--- config.mk ---
export PLATFORM = sky130hd
export DESIGN_NAME = wcc_queue
export DESIGN_NICKNAME = d
export VERILOG_FILES = /design/src/wcc_queue.sv
export SDC_FILE = /design/constraint.sdc
export NUM_CORES = 1
export LEC_CHECK = 0
export BUFFER_PORTS_ARGS = -buffer_cell sky130_fd_sc_hd__buf_2
export CORE_MARGIN = 10
export CORE_UTILIZATION = 41
export CTS_CLUSTER_SIZE = 40
export DETAILED_ROUTE_END_ITERATION = 16
export GPL_TIMING_DRIVEN = 0
export PLACE_DENSITY_LB_ADDON = 0.08
export SYNTH_ARGS = -nofsm -noshare
export SYNTH_HDL_FRONTEND = slang
export SYNTH_SLANG_ARGS = --single-unit
export TNS_END_PERCENT = 50
--- constraint.sdc ---
create_clock -name clk -period 3.7 [get_ports clk]
set_input_delay 0.555 -clock clk [delete_from_list [all_inputs] [get_ports clk]]
set_output_delay 0.555 -clock clk [all_outputs]
set_load 0.01 [all_outputs]
--- src/wcc_queue.sv ---
// Small command queue between the front and back parts of the counter.
// No dependencies; it does not use wcc_pkg.
`default_nettype none

module wcc_queue #(
    parameter int WIDTH = 8,
    parameter int DEPTH = 2
) (
    input  wire logic             clk,
    input  wire logic             rst_n,
    input  wire logic             wr,
    input  wire logic [WIDTH-1:0] din,
    output logic                  full,
    input  wire logic             rd,
    output logic [WIDTH-1:0]      dout,
    output logic                  valid
);

    localparam int PW = (DEPTH > 1) ? $clog2(DEPTH) : 1;
    localparam int CW = $clog2(DEPTH + 1);

    logic [WIDTH-1:0] mem_reg [DEPTH];
    logic [PW-1:0]    wr_ptr_reg, wr_ptr_next;
    logic [PW-1:0]    rd_ptr_reg, rd_ptr_next;
    logic [CW-1:0]    count_reg, count_next;

    always_comb
    begin
        wr_ptr_next = wr_ptr_reg;
        rd_ptr_next = rd_ptr_reg;
        count_next  = count_reg;
        if (wr)
        begin
            wr_ptr_next = (wr_ptr_reg == PW'(DEPTH - 1)) ? '0 : wr_ptr_reg + PW'(1);
        end
        if (rd)
        begin
            rd_ptr_next = (rd_ptr_reg == PW'(DEPTH - 1)) ? '0 : rd_ptr_reg + PW'(1);
        end
        if (wr && !rd)
        begin
            count_next = count_reg + CW'(1);
        end
        else if (rd && !wr)
        begin
            count_next = count_reg - CW'(1);
        end
    end

    always_ff @(posedge clk or negedge rst_n)
    begin
        if (!rst_n)
        begin
            wr_ptr_reg <= '0;
            rd_ptr_reg <= '0;
            count_reg  <= '0;
        end
        else
        begin
            wr_ptr_reg <= wr_ptr_next;
            rd_ptr_reg <= rd_ptr_next;
            count_reg  <= count_next;
        end
    end

    always_ff @(posedge clk)
    begin
        if (wr)
        begin
            mem_reg[wr_ptr_reg] <= din;
        end
    end

    assign dout  = mem_reg[rd_ptr_reg];
    assign valid = (count_reg != '0);
    assign full  = (count_reg == CW'(DEPTH));

endmodule

`default_nettype wire

==> summary.md <==
| Metric | Value |
|---|---|
| Outcome | complete, no violations |
| Sequential area share after synthesis | 0.751 |
| Flop-to-flop setup slack | 2.31 ns |
| R2r endpoint | mem_reg[0][0] |
| Fillers | between 150 and 200 |
| #FFs+latches synth | 20 |
| Fin. max-slew vios | 0 |
| R2r startpoint | wr_ptr_reg |
| CP required | about 3.1 ns |
| Multi-input gate area | 178 um^2 |
| DRT iter0 DRCs | 7 |
| Clock root buffer | clkbuf_4 |
| CTS buffer count | 3 |
| Final Instance Area | 962 um^2 |
| Worst Setup Start Kind | flop |
| CP Buf/Inv Count | 2 |
| Worst Hold Class | in -> async |
| Fin. Hold Viols | 0 |
| Synth Net Count | between 50 and 60 |
| IO Pins | 22 |
| Setup repair bufs after CTS | 0 |
| Initial antenna violation count | 0 |
| Vias/cell | 4.57 |
| Largest family of logic cells by synthesized area | multiplexers |
| Total of max-cap violations | 0 |
| Fin worst setup slack | 1.86 ns |
| Fin Hold WS | 0.0440 ns |
| Worst-skew pair later-pin latency | ~0.29 ns |
| H-Tree Depth | 1 |
| Mapped Cells | 41 |
| Synthesized-area fraction occupied by xor and xnor cells | 0.0566 |
| Largest net degree at the start of global routing | 13 |
| Vias in the first global route | 468 |
| Longest Clk Path Bufs | 2 |
| Tot GR Track Use | 0.0679 |
| Total negative setup slack | 0 ns |
| CP max FO | 9 |
| Core Area | 1760 um^2 |
| CTS tree | yes |
| Top post-synthesis cells by area | edfxtp_1 (62%), dfrtp_1 (13%), mux2_2 (12%) |
| DP Worst Slack | 2.01 ns |
| Post-cts repair resize count | 0 |
| Peak Freq | 544 MHz |
| Minimum clock period | 1.84 ns |
| Adder-cell area share of the yosys netlist | 0.0162 |
| Clock slew seen by the registers of the worst setup and hold paths | 0.11 ns |
| CP cell instances | buf_6, mux2_2, buf_2 |
| Crit path arrival time | 1.28 ns |
| Buffers on Ports | 21 |
| Share of the synthesized area in the top cell type | 0.621 |
| # hold bufs at CTS | 0 |
| Synthesized area per cell | 18.9 um^2 |
| Die Width | 63.4 um |
| Grt total ovfl | 0 |
| Final period utilization | 0.497 |
| Die ar. | 4020 um^2 |
| RSZ-0062 raised after global routing | no |
| Antenna-violating nets left | 0 |
| Global-route wire length before repair | around 2100 um |
| Crit path max-delay cell type | dfrtp_1 |
| Initial Utilization | 0.438 |
| Vias post-DR | ~420 |
| Final Skew | 0.00266 ns |
| Worst-margin pin slew | 0.759 ns |
| Post-synthesis compound-gate area fraction | 0 |
| Relative slew slack | 0.493 |
| Simple-Gate Fraction of Synth Area | 0.0405 |
| First-pass DRT Iterations | 2 |
| P_leak | between 0.3 and 0.4 nW |
| VDD IR-drop max | 0.345 mV |
| Mux share of post-synthesis cell area | 0.117 |
| # setup viols final | 0 |
| Reg area | 581 um^2 |
| Cell variety after synth | 13 |
| Max FFs per register | 16 |
| Share of layout cells above drive strength 1 | 0.545 |
| Wirelength, routed | 1300 um |
| Reg2Reg Depth | 1 |
| DP Area | 910 um^2 |
| Area of the mapped netlist | 773 um^2 |
| Layout Area Growth over Synthesis | 24.4% |
| Clk sinks | 20 |
| Row Count | 15 |
| Cell taking the most area after synthesis | edfxtp_1 |
| Final #Nets | 80 |
| Ant. Diodes | 0 |
| Synth warn | 0 |
| Pwr/cell area | 754 nW/um^2 |
| Critical Path Sink Type | primary output |
| Largest stage delay on the critical path | 0.36 ns |
| Die Y | about 63 um |
| DRC viols | 0 |
| Final RePlAce weighted congestion | 0.663 |
| Family with the most delay on the worst path | flip-flops |
| Critical path class | reg -> out |
| Wire length per cell | around 14 um |
[worst max path at each step]
stage / start / endpoint / depth (start not counted)
3_5_place_dp: wr / mem_reg[0][5] / 2
3_3_place_gp: wr / mem_reg[0][7] / 2
5_1_grt: rd_ptr_reg / dout[0] / 3
2_1_floorplan: rd_ptr_reg / dout[0] / 2
6_report: rd_ptr_reg / dout[6] / 3
4_1_cts: rd_ptr_reg / dout[6] / 3
[layout by cell type (no fill, tap or decap), drive strengths merged]
cell | Yosys | routed
buf | 1 | 22
edfxtp | 16 | 16
mux2 | 8 | 8
xor2 | 4 | 4
dfrtp | 4 | 4
clkbuf | 0 | 3
or2 | 1 | 1
and2b | 1 | 1
and2 | 1 | 1
nor2b | 1 | 1
xnor2 | 1 | 1
nor2 | 1 | 1
inv | 1 | 1
ha | 1 | 1
bufinv | 0 | 1
[cell families (layout without fill, tap and decap cells)]
kind of cell | Yosys count | in the layout
xor gates and xnor gates | 5 | 5
muxes | 8 | 8
DFF | 20 | 20
buffers and inverters | 2 | 27
adders and majority gates | 1 | 1
and+or+nand+nor | 5 | 5
[layout make-up]
class                           count  area share
Buffer                              1      0.0117
Clock buffer                        3      0.0234
Clock inverter                      1      0.0312
Inverter                            1     0.00390
Multi-Input combinational cell     19       0.185
Sequential cell                    20       0.603
Tap cell                           25      0.0325
Timing Repair Buffer               21       0.109
[where the power goes]
group	switching [mW]	leakage (nW)	internal [mW]
Sequential	0.0253	0.197	0.306
Combinational	0.108	0.168	0.112
Clock	0.0646	0.0279	0.109
Total	0.198	0.393	0.527
[Yosys cell counts (all sizes together)]
master / instances
mux2: 8
ha: 1
and2b: 1
buf: 1
edfxtp: 16
inv: 1
nor2: 1
or2: 1
nor2b: 1
xnor2: 1
dfrtp: 4
and2: 1
xor2: 4
[routing by layer]
layer	vias up	wire length (um)	GRT usage
li1	198	-	-
met1	207	511	0.0713
met2	11	691	0.108
met3	0	91	0.0318
met4	0	0	0.0410
met5	-	0	0
[through the flow]
step           total power [mW]   util  instances
2_1_floorplan             0.480      -         41
3_3_place_gp              0.557  0.516         87
3_5_place_dp              0.562  0.516         87
4_1_cts                   0.736  0.545         91
5_1_grt                   0.773  0.545         91
6_report                  0.725  0.545         91
Note: power is estimated with default switching activity, not from simulation.
