<file path="config.mk">
export PLATFORM = sky130hd
export DESIGN_NAME = wcc_front
export DESIGN_NICKNAME = d
export VERILOG_FILES = /design/src/wcc_pkg.sv /design/src/wcc_front.sv
export SDC_FILE = /design/constraint.sdc
export NUM_CORES = 1
export LEC_CHECK = 0
export BUFFER_PORTS_ARGS = -buffer_cell sky130_fd_sc_hd__buf_2
export CAP_MARGIN = 15
export CORE_UTILIZATION = 45
export CTS_BUF_LIST = sky130_fd_sc_hd__clkbuf_16
export DETAILED_ROUTE_END_ITERATION = 16
export PLACE_DENSITY = 0.78
export SYNTH_ARGS = -nofsm -noshare
export SYNTH_HDL_FRONTEND = slang
export SYNTH_SLANG_ARGS = --single-unit
</file>
<file path="constraint.sdc">
create_clock -name clk -period 3.4 [get_ports clk]
set_clock_uncertainty 0.1 [all_clocks]
set_input_delay 0.68 -clock clk [delete_from_list [all_inputs] [get_ports clk]]
set_output_delay 0.68 -clock clk [all_outputs]
set_load 0.02 [all_outputs]
</file>
<file path="src/wcc_pkg.sv">
// Shared constants, codes and types for the window co-occurrence counter.
// No dependencies; wcc_front, wcc_back and the top level import this package.
`default_nettype none

package wcc_pkg;

    localparam int DEF_VOCAB_SIZE = 64;
    localparam int DEF_MAX_RADIUS = 8;
    localparam int DEF_COUNT_BITS = 32;
    localparam int QUEUE_DEPTH    = 2;

    localparam int TOK_W      = 6;
    localparam int RAD_W      = 4;
    localparam int OUT_W      = 32;
    localparam int CFG_IDX_W  = 1;
    localparam int CFG_DATA_W = 4;
    localparam int S_DATA_W   = 24;
    localparam int S_USER_W   = 2;
    localparam int M_DATA_W   = 64;

    localparam logic [S_USER_W-1:0] REQ_PUSH  = 2'd0;
    localparam logic [S_USER_W-1:0] REQ_READ  = 2'd1;
    localparam logic [S_USER_W-1:0] REQ_CLEAR = 2'd2;

    localparam logic [CFG_IDX_W-1:0] CFG_COUNT_MODE    = 1'd0;
    localparam logic [CFG_IDX_W-1:0] CFG_WINDOW_RADIUS = 1'd1;

    typedef enum logic [1:0] {
        CMD_PUSH,
        CMD_READ,
        CMD_CLEAR
    } cmd_op_t;

    localparam int CMD_OP_W = $bits(cmd_op_t);

    typedef enum logic [2:0] {
        BK_SWEEP,
        BK_IDLE,
        BK_BUMP_RD,
        BK_BUMP_WR,
        BK_READ_RD,
        BK_READ_WR
    } bk_state_t;

    typedef struct packed {
        logic init_sweep;
    } bk_status_t;

endpackage

`default_nettype wire

</file>
<file path="src/wcc_front.sv">
// Front part: configuration registers, request classification and token history.
// Depends on wcc_pkg; feeds commands into wcc_queue.
`default_nettype none

module wcc_front #(
    parameter int VOCAB_SIZE = wcc_pkg::DEF_VOCAB_SIZE,
    parameter int MAX_RADIUS = wcc_pkg::DEF_MAX_RADIUS,
    localparam int RW = $clog2(VOCAB_SIZE),
    localparam int FW = $clog2(MAX_RADIUS + 1)
) (
    input  wire logic                            clk,
    input  wire logic                            rst_n,
    input  wire logic                            cfg_valid,
    output logic                                 cfg_ready,
    input  wire logic [wcc_pkg::CFG_IDX_W-1:0]   cfg_index,
    input  wire logic [wcc_pkg::CFG_DATA_W-1:0]  cfg_data,
    input  wire logic                            s_tvalid,
    output logic                                 s_tready,
    input  wire logic [wcc_pkg::S_DATA_W-1:0]    s_tdata,
    input  wire logic [wcc_pkg::S_USER_W-1:0]    s_tuser,
    input  wire logic                            q_full,
    input  wire wcc_pkg::bk_status_t             bk_status,
    output logic                                 q_wr,
    output wcc_pkg::cmd_op_t                     cmd_op,
    output logic [RW-1:0]                        cmd_a,
    output logic [RW-1:0]                        cmd_b,
    output logic                                 cmd_a_ok,
    output logic                                 cmd_b_ok,
    output logic                                 cmd_both,
    output logic [FW-1:0]                        cmd_n,
    output logic [MAX_RADIUS*RW-1:0]             cmd_partners
);

    import wcc_pkg::*;

    localparam int RCW = (FW > RAD_W) ? FW : RAD_W;

    logic                 mode_reg;
    logic [RAD_W-1:0]     radius_reg;
    logic [RW-1:0]        hist_reg [MAX_RADIUS];
    logic [FW-1:0]        fill_reg, fill_next;
    logic                 accept;
    logic                 push_ok;
    logic                 do_shift;
    logic [31:0]          tok_wide, row_wide, col_wide;
    logic [RCW-1:0]       rad_ext, rad_cl, fill_ext;

    assign cfg_ready = 1'b1;
    assign s_tready  = !q_full && !bk_status.init_sweep;
    assign accept    = s_tvalid && s_tready;

    assign tok_wide = 32'(s_tdata[TOK_W-1:0]);
    assign row_wide = 32'(s_tdata[2*TOK_W-1:TOK_W]);
    assign col_wide = 32'(s_tdata[3*TOK_W-1:2*TOK_W]);

    assign rad_ext  = RCW'(radius_reg);
    assign rad_cl   = (rad_ext > RCW'(MAX_RADIUS)) ? RCW'(MAX_RADIUS) : rad_ext;
    assign fill_ext = RCW'(fill_reg);

    always_comb
    begin
        q_wr     = 1'b0;
        push_ok  = 1'b0;
        cmd_op   = CMD_PUSH;
        cmd_a    = tok_wide[RW-1:0];
        cmd_b    = col_wide[RW-1:0];
        cmd_a_ok = 1'b1;
        cmd_b_ok = 1'b1;
        cmd_both = !mode_reg;
        if (mode_reg)
        begin
            cmd_n = (fill_reg != '0) ? FW'(1) : '0;
        end
        else
        begin
            cmd_n = (rad_cl < fill_ext) ? FW'(rad_cl) : fill_reg;
        end
        unique case (s_tuser)
            REQ_PUSH:
            begin
                push_ok = (tok_wide < 32'(VOCAB_SIZE));
                q_wr    = accept && push_ok;
            end
            REQ_READ:
            begin
                cmd_op   = CMD_READ;
                cmd_a    = row_wide[RW-1:0];
                cmd_a_ok = (row_wide < 32'(VOCAB_SIZE));
                cmd_b_ok = (col_wide < 32'(VOCAB_SIZE));
                q_wr     = accept;
            end
            REQ_CLEAR:
            begin
                cmd_op = CMD_CLEAR;
                q_wr   = accept;
            end
            default:
            begin
                q_wr = 1'b0;
            end
        endcase
    end

    always_comb
    begin
        for (int k = 0; k < MAX_RADIUS; k++)
        begin
            cmd_partners[k*RW +: RW] = hist_reg[k];
        end
    end

    assign do_shift = accept && (s_tuser == REQ_PUSH) && push_ok;

    always_comb
    begin
        fill_next = fill_reg;
        if (accept && (s_tuser == REQ_CLEAR))
        begin
            fill_next = '0;
        end
        else if (do_shift && (fill_reg != FW'(MAX_RADIUS)))
        begin
            fill_next = fill_reg + FW'(1);
        end
    end

    always_ff @(posedge clk or negedge rst_n)
    begin
        if (!rst_n)
        begin
            mode_reg   <= 1'b0;
            radius_reg <= RAD_W'(1);
            fill_reg   <= '0;
        end
        else
        begin
            fill_reg <= fill_next;
            if (cfg_valid && cfg_ready)
            begin
                unique case (cfg_index)
                    CFG_COUNT_MODE:    mode_reg   <= cfg_data[0];
                    CFG_WINDOW_RADIUS: radius_reg <= cfg_data;
                    default:           mode_reg   <= mode_reg;
                endcase
            end
        end
    end

    // shift history, newest first
    always_ff @(posedge clk)
    begin
        if (do_shift)
        begin
            hist_reg[0] <= tok_wide[RW-1:0];
            for (int k = 1; k < MAX_RADIUS; k++)
            begin
                hist_reg[k] <= hist_reg[k-1];
            end
        end
    end

endmodule

`default_nettype wire

</file>
==> tab_implementation.tex, run 1 <==
\begin{tabular}{lr}
\hline
Metric & Value \\
\hline
\multicolumn{2}{l}{\textbf{Route}} \\
Top routing layer used & met4 \\
Wire length on met1 & 1610 um \\
Wire length on met3 & 344 um \\
Aggregate routed wire length & 3930 um \\
Via count & between 1k and 1.5k \\
Via density & 4.78 \\
Met2 Wirelength & 1880 um \\
Average wire per cell in the routed design & 13.1 um \\
Number of search-and-repair iterations in the first detailed-routing pass & 4 \\
Initial DRC count & 45 \\
Drc violations & 0 \\
Final ANT Viol Nets & 0 \\
\multicolumn{2}{l}{\textbf{Synthesis}} \\
Compound-cell area share of the yosys netlist & 4.33\% \\
Synth Area in Adders & around 5.5\% \\
Dominant cell type by area after synthesis & sky130\_fd\_sc\_hd\_\_edfxtp\_1 \\
Post-synthesis cell area & 2280 um2 \\
Post-synth EDFFs & 48 \\
Top-count cell post-synth & sky130\_fd\_sc\_hd\_\_edfxtp\_1 \\
Synthesized area per cell & $\sim$17 um2 \\
Cells taking the most area after synthesis & sky130\_fd\_sc\_hd\_\_edfxtp\_1 (63\%), sky130\_fd\_sc\_hd\_\_dfrtp\_1 (8.8\%), sky130\_fd\_sc\_hd\_\_ha\_1 (5.5\%) \\
Largest family of logic cells by synthesized area & multiplexers \\
Yosys warning total & 0 \\
Synth Flop Type & sky130\_fd\_sc\_hd\_\_edfxtp\_1 \\
Synth Area in XOR/XNOR & 0.767\% \\
Fraction of post-synthesis cell area in the top cell type by area & 63.1\% \\
Unique cell type count in the Yosys netlist & 29 \\
Ys async rst share & 15.8\% \\
Simple-gate area share of the yosys netlist & roughly 5.4\% \\
Share of cell area taken by muxes after synthesis & under 10\% \\
Cell types with the highest counts after synthesis & sky130\_fd\_sc\_hd\_\_edfxtp\_1 (48), sky130\_fd\_sc\_hd\_\_ha\_1 (10), sky130\_fd\_sc\_hd\_\_mux2\_2 (10) \\
Cells after Synth & about 140 \\
Sequential fraction of the synthesis area & between 70\% and 80\% \\
Synth Register Bits & 57 \\
\multicolumn{2}{l}{\textbf{GRT}} \\
Maximum number of pins on one net before global-route repair & 32 \\
Aggregate global routing overflow & 0 \\
Number of antenna violations at the first check in global routing & 0 \\
Wire length of the first global-routing pass & $\sim$6000 um \\
Via count of the first global-routing pass & 1303 \\
Total Routing Usage GR & between 10\% and 20\% \\
\multicolumn{2}{l}{\textbf{Die}} \\
Number of top-level pins & 109 \\
Standard cell core area & about 4800 um2 \\
Die extent in x & between 70 and 80 um \\
Die footprint & about 5400 um2 \\
Starting density of the core & around 47\% \\
FP Rows & 25 \\
Floorplan die height & 73.3 um \\
\multicolumn{2}{l}{\textbf{Clock tree}} \\
Clock root cell & sky130\_fd\_sc\_hd\_\_clkbuf\_16 \\
Number of buffers added by the clock tree synthesis step & 9 \\
Clock H-tree levels & 3 \\
Number of setup buffers added after CTS & 0 \\
Clock slew at the register clock pins of the worst setup and hold paths & 0.05 ns \\
Clock latency on the worst-skew pair & 0.31 ns \\
TritonCTS clock tree & built \\
Maximum count of clock buffers along a single path & 2 \\
Clk sinks & 57 \\
Number of hold-repair buffers added at the cts stage & 0 \\
Cts repair resizes & 0 \\
\multicolumn{2}{l}{\textbf{Run}} \\
Max\_cap viols & 0 \\
\multicolumn{2}{l}{\textbf{Finish}} \\
Post-route insts no fill & 301 \\
Syn-to-layout area delta & 34.9\% \\
Sequential cell area & 1670 um2 \\
Fillcell total & 382 \\
Final net count & 276 \\
Largest register FFs & 48 \\
Share of post-route cells with drive strength above 1 & slightly above 50\% \\
Antenna fix cells & 0 \\
Area of the multi-input gates & 519 um2 \\
\multicolumn{2}{l}{\textbf{Worst setup path}} \\
Worst Setup Start Kind & register \\
Crit Reg-Reg Startpoint & fill\_ext[0] \\
Cell Chain, Critical Path & and2b\_1 > ha\_1 > o211ai\_1 > o21a\_2 > o311ai\_2 > buf\_2 \\
Max FO, Critical Path & 7 \\
Setup slack on the worst flop-to-flop path & roughly 1.9 ns \\
Category of the worst setup path capture point & output pin \\
Delay contributed by the slowest stage of the critical path & between 0.4 and 0.5 ns \\
Reg-to-reg endpoint & fill\_ext[1] \\
Library cell contributing the largest single delay on the critical path & sky130\_fd\_sc\_hd\_\_dfrtp\_1 \\
Data arrival time of the critical path & a little over 2 ns \\
Category of the most critical setup path & register to output pin \\
Count of cells along the worst register-to-register path & 6 \\
Required time reported for the critical path endpoint & approximately 2.6 ns \\
\multicolumn{2}{l}{\textbf{Timing}} \\
Number of hold-slack violations in the final timing report & 0 \\
Final max-slew violation count & 0 \\
Post-route clock period utilization & 83.5\% \\
Final setup TNS & 0 ns \\
Highest attainable clock frequency & 0.352 GHz \\
Number of setup violations in the final report & 0 \\
Worst hold slack across all endpoints & approximately 0.11 ns \\
RSZ-0062 raised after global routing & false \\
Time the final worst path needs with I/O delays and setup & roughly 2.8 ns \\
\multicolumn{2}{l}{\textbf{Placement}} \\
Post-DP HPWL & 2770 um \\
Global placement routability congestion & 0.779 \\
Cell count after placement & 285 \\
IO Port Bufs & 87 \\
\multicolumn{2}{l}{\textbf{Pwr}} \\
Sequential cell fraction of total power & $\sim$39\% \\
Logic pwr share & 13.2\% \\
Power per standard cell area & 675 nW/um2 \\
Leakage component of the power & 0.00134 uW \\
Internal cell power & 1610 uW \\
Worst voltage drop across the vdd grid & 0.000418 V \\
Overall power & 2080 uW \\
Sw Share & a little under a quarter \\
Switching power of the nets & 474 uW \\
Clock share of power & roughly 47\% \\
\multicolumn{2}{l}{\textbf{Outcome}} \\
Run status & finished clean \\
\multicolumn{2}{l}{\textbf{Min path}} \\
Path category of the worst min-delay check & primary input to asynchronous set/reset pin \\
\hline
\end{tabular}
## critical path, delay by kind of cell (launching register included)
family                     cells  cell delay (ns)
adders and majority gates      1             0.27
buffers and inverters          1             0.21
DFF                            1             0.45
AOI/OAI and AO/OA              3             0.61
and+or+nand+nor                1             0.21
## layout by cell type, fill, tap and decap left out, drive strengths merged, types with 3 or more instances in the layout
cell type | synthesis | layout
buf | 9 | 88
edfxtp | 48 | 48
inv | 9 | 10
mux2 | 10 | 10
ha | 10 | 10
nor2 | 9 | 9
clkbuf | 1 | 9
dfrtp | 8 | 8
nand2 | 6 | 6
a21oi | 5 | 5
mux2i | 3 | 3
conb | 1 | 3
bufinv | 0 | 3
## area by class of cell
cell class	instances	share of cell area, %
well taps	67	2.72
clock inverters	7	3.57
multi-input cells	64	16.8
repair buffers	88	14.4
inverters	9	1.10
clock buffers	9	7.31
flip-flops and latches	57	54.1
## routing by layer
| layer | up-vias | GRT usage (%) |
|---|---|---|
| li1 | 675 | - |
| met1 | 674 | 17.4 |
| met2 | 77 | 23.5 |
| met3 | 13 | 6.04 |
| met4 | 0 | 11.3 |
| met5 | - | 0 |
## power by group through the flow
stage / registers, uW / logic (uW) / clock network, uW
2_1_floorplan: 826 / 212 / 0
3_3_place_gp: 830 / 268 / 0
3_5_place_dp: 832 / 275 / 0
4_1_cts: 820 / 278 / 1000
5_1_grt: 823 / 306 / 1030
6_report: 819 / 275 / 986
## logic make-up (layout without fill, tap and decap cells)
family	count (synthesis)	count (layout)
xor gates and xnor gates	2	2
muxes	13	13
DFF	57	57
buffers and inverters	19	113
other	1	3
AOI/OAI and AO/OA	13	13
adders and majority gates	10	10
and+or+nand+nor	23	23
## worst max-delay path by stage
stage / to / start / cells past startpoint / slack, ns
floorplan: cmd_a[0] / s_tuser[1] / 4 / 0.94
global placement: cmd_a[5] / s_tuser[1] / 5 / 0.91
detailed placement: cmd_n[0] / rad_ext[3] / 6 / 0.88
CTS: cmd_n[0] / rad_ext[3] / 6 / 0.54
global route: cmd_n[1] / rad_ext[3] / 6 / 0.43
finish: cmd_n[0] / rad_ext[3] / 6 / 0.56
## per-stage QoR
stage | utilization [%] | instance area (um2) | setup WS, ns
after floorplan | - | 2290 | 0.944
after global placement | 57.0 | 2750 | 0.907
after detailed placement | 57.0 | 2750 | 0.881
after CTS | 64.0 | 3080 | 0.538
after global routing | 64.0 | 3080 | 0.435
final | 64.0 | 3080 | 0.561
No activity file was read; power rests on OpenSTA's default activity.
==> inputs of run 2 (changes only) <==
Clock period 3.4 ns to 2.7 ns, I/O delays scaled along.
==> tab_implementation.tex, run 2 (same netlist as run 1, synthesis figures left out) <==
\begin{tabular}{lr}
\hline
Metric & Value \\
\hline
\multicolumn{2}{l}{\textbf{GRT}} \\
Maximum number of pins on one net before global-route repair & 29 (-9.4\%) \\
Number of antenna violations at the first check in global routing & 0 (unchanged) \\
Aggregate global routing overflow & 0 (unchanged) \\
Via count of the first global-routing pass & 1349 (+3.5\%) \\
Wire length of the first global-routing pass & 5830 um (-0.48\%) \\
Total Routing Usage GR & 15.1\% (-0.27 points) \\
\multicolumn{2}{l}{\textbf{Finish}} \\
Commonest cells after routing, fill and taps aside & sky130\_fd\_sc\_hd\_\_buf\_2 (87), sky130\_fd\_sc\_hd\_\_edfxtp\_1 (48), sky130\_fd\_sc\_hd\_\_inv\_1 (10), sky130\_fd\_sc\_hd\_\_mux2\_2 (10), sky130\_fd\_sc\_hd\_\_ha\_1 (10) \\
Leading cell type in the layout, fill and taps excluded & sky130\_fd\_sc\_hd\_\_buf\_2 \\
Post-route insts no fill & 303 (+0.66\%) \\
Final design instance area without fill & 3070 um2 (-0.41\%) \\
Share of post-route cells with drive strength above 1 & 51.7\% (+0.41 points) \\
Syn-to-layout area delta & 34.4\% \\
Largest register FFs & 48 (unchanged) \\
Antenna fix cells & 0 (unchanged) \\
Final net count & 278 (+0.72\%) \\
Fillcell total & 360 (-5.8\%) \\
\multicolumn{2}{l}{\textbf{Die}} \\
Floorplan die height & 73.3 um (unchanged) \\
Die footprint & 5370 um2 (unchanged) \\
FP Rows & 25 (unchanged) \\
Standard cell core area & 4820 um2 (unchanged) \\
Die extent in x & 73.3 um (unchanged) \\
Number of top-level pins & 109 (unchanged) \\
Starting density of the core & 47.4\% (unchanged) \\
\multicolumn{2}{l}{\textbf{Timing}} \\
Final max-slew violation count & 0 (unchanged) \\
Highest attainable clock frequency & approximately 0.39 GHz \\
RSZ-0062 raised after global routing & false \\
Post-route clock period utilization & 95.9\% \\
Time the final worst path needs with I/O delays and setup & 2.59 ns \\
Number of hold-slack violations in the final timing report & 0 (unchanged) \\
Final setup TNS & 0 ns (unchanged) \\
Number of setup violations in the final report & 0 (unchanged) \\
\multicolumn{2}{l}{\textbf{Pwr}} \\
Power per standard cell area & 795 nW/um2 (+18\%) \\
Leakage component of the power & 0.00133 uW (-0.88\%) \\
Worst voltage drop across the vdd grid & 0.000426 V (+2.0\%) \\
\multicolumn{2}{l}{\textbf{Worst setup path}} \\
Required time reported for the critical path endpoint & 2.06 ns (-0.56 ns) \\
Worst Setup Start Kind & register \\
Category of the most critical setup path & register to output pin \\
Delay contributed by the slowest stage of the critical path & 0.40 ns (-0.05 ns) \\
Category of the worst setup path capture point & output pin \\
Max FO, Critical Path & 6 (-1) \\
Data arrival time of the critical path & 1.95 ns (-0.11 ns) \\
Cell Chain, Critical Path & and2b\_1 > ha\_1 > o211ai\_1 > o21a\_2 > mux2i\_1 > buf\_2 \\
Library cell contributing the largest single delay on the critical path & sky130\_fd\_sc\_hd\_\_dfrtp\_2 \\
\multicolumn{2}{l}{\textbf{Clock tree}} \\
Number of buffers added by the clock tree synthesis step & 9 (unchanged) \\
Maximum count of clock buffers along a single path & 2 (unchanged) \\
TritonCTS clock tree & built \\
Clock root cell & sky130\_fd\_sc\_hd\_\_clkbuf\_16 \\
Clk sinks & 57 (unchanged) \\
Clock latency on the worst-skew pair & 0.31 ns (about the same) \\
Clock slew at the register clock pins of the worst setup and hold paths & 0.05 ns (about the same) \\
Clock H-tree levels & 3 (unchanged) \\
\multicolumn{2}{l}{\textbf{Route}} \\
Initial DRC count & 31 (-31\%) \\
Average wire per cell in the routed design & 12.2 um (-6.6\%) \\
Drc violations & 0 (unchanged) \\
Final ANT Viol Nets & 0 (unchanged) \\
Via count & 1423 (-1.1\%) \\
Number of search-and-repair iterations in the first detailed-routing pass & 4 (unchanged) \\
Via density & 4.70 (-1.8\%) \\
Aggregate routed wire length & 3700 um (-6.0\%) \\
\multicolumn{2}{l}{\textbf{Outcome}} \\
Run status & finished clean \\
\multicolumn{2}{l}{\textbf{Run}} \\
Max\_cap viols & 0 (unchanged) \\
\multicolumn{2}{l}{\textbf{Placement}} \\
Post-DP HPWL & 2740 um (-1.3\%) \\
Cell count after placement & 285 (unchanged) \\
IO Port Bufs & 87 (unchanged) \\
Post-placement cell area & 2760 um2 (+0.46\%) \\
Global placement routability congestion & 0.776 (-0.40\%) \\
\multicolumn{2}{l}{\textbf{Min path}} \\
Path category of the worst min-delay check & primary input to register \\
\hline
\end{tabular}
[run 2: layout make-up]
type | instances | area [um2] | area share, %
flip-flops and latches | 57 | 1670 | 54.4
clock buffers | 9 | 225 | 7.33
clock inverters | 7 | 62.6 | 2.04
multi-input cells | 64 | 523 | 17.0
repair buffers | 90 | 473 | 15.4
well taps | 67 | 83.8 | 2.73
inverters | 9 | 33.8 | 1.10
[run 2: worst paths after layout]
kind / from / to / slack [ns] / depth (start not counted)
worst max register to register: fill_ext[0] / fill_ext[1] / 1.19 / 6
min in group asynchronous: rst_n / fill_ext[1] / 0.51 / 2
worst max-delay path: rad_ext[3] / cmd_n[2] / 0.11 / 6
worst min-delay path: s_tdata[0] / hist_reg[0][0] / 0.31 / 1
max in group asynchronous: rst_n / rad_ext[0] / 1.75 / 2
worst min register to register: hist_reg[0][23] / hist_reg[1][5] / 0.34 / 0
[run 2: where the power goes]
group | switching, uW | internal (uW) | total, uW
logic | 201 | 151 | 352
registers | 41.6 | 989 | 1030
clock network | 357 | 701 | 1060
[run 2: repair_timing]
action	in CTS	in global routing
pin swaps	0	2
hold buffers	1	0
buffers inserted	0	1
hold endpoints to repair	8	0
resized for setup	1	1
setup endpoints to repair	1	3
[run 2: critical path: cells and delay by family (launching register included)]
family / cells / cell delay, ns
AO/OA/AOI/OAI: 2 / 0.41
adder cells (fa/ha/maj): 1 / 0.27
buffers and inverters: 1 / 0.18
flip-flops: 1 / 0.40
multiplexers: 1 / 0.18
AND/OR/NAND/NOR: 1 / 0.19
[run 2: stage by stage]
step	power, uW	hold slack [ns]	utilization, %	worst slack [ns]
after global routing	2540	0.300	63.7	0.00178
after CTS	2460	0.300	63.5	0.0440
after floorplan	1310	0.144	-	0.390
after global placement	1380	0.297	57.3	0.404
after detailed placement	1390	0.302	57.3	0.351
final	2440	0.309	63.7	0.111
[run 2: routing by layer]
layer | GRT usage [%] | vias to the layer above | wire [um]
met5 | 0 | - | 0
met4 | 11.3 | 0 | 116
met3 | 6.45 | 14 | 372
met2 | 22.2 | 75 | 1740
met1 | 17.4 | 653 | 1470
li1 | - | 681 | -
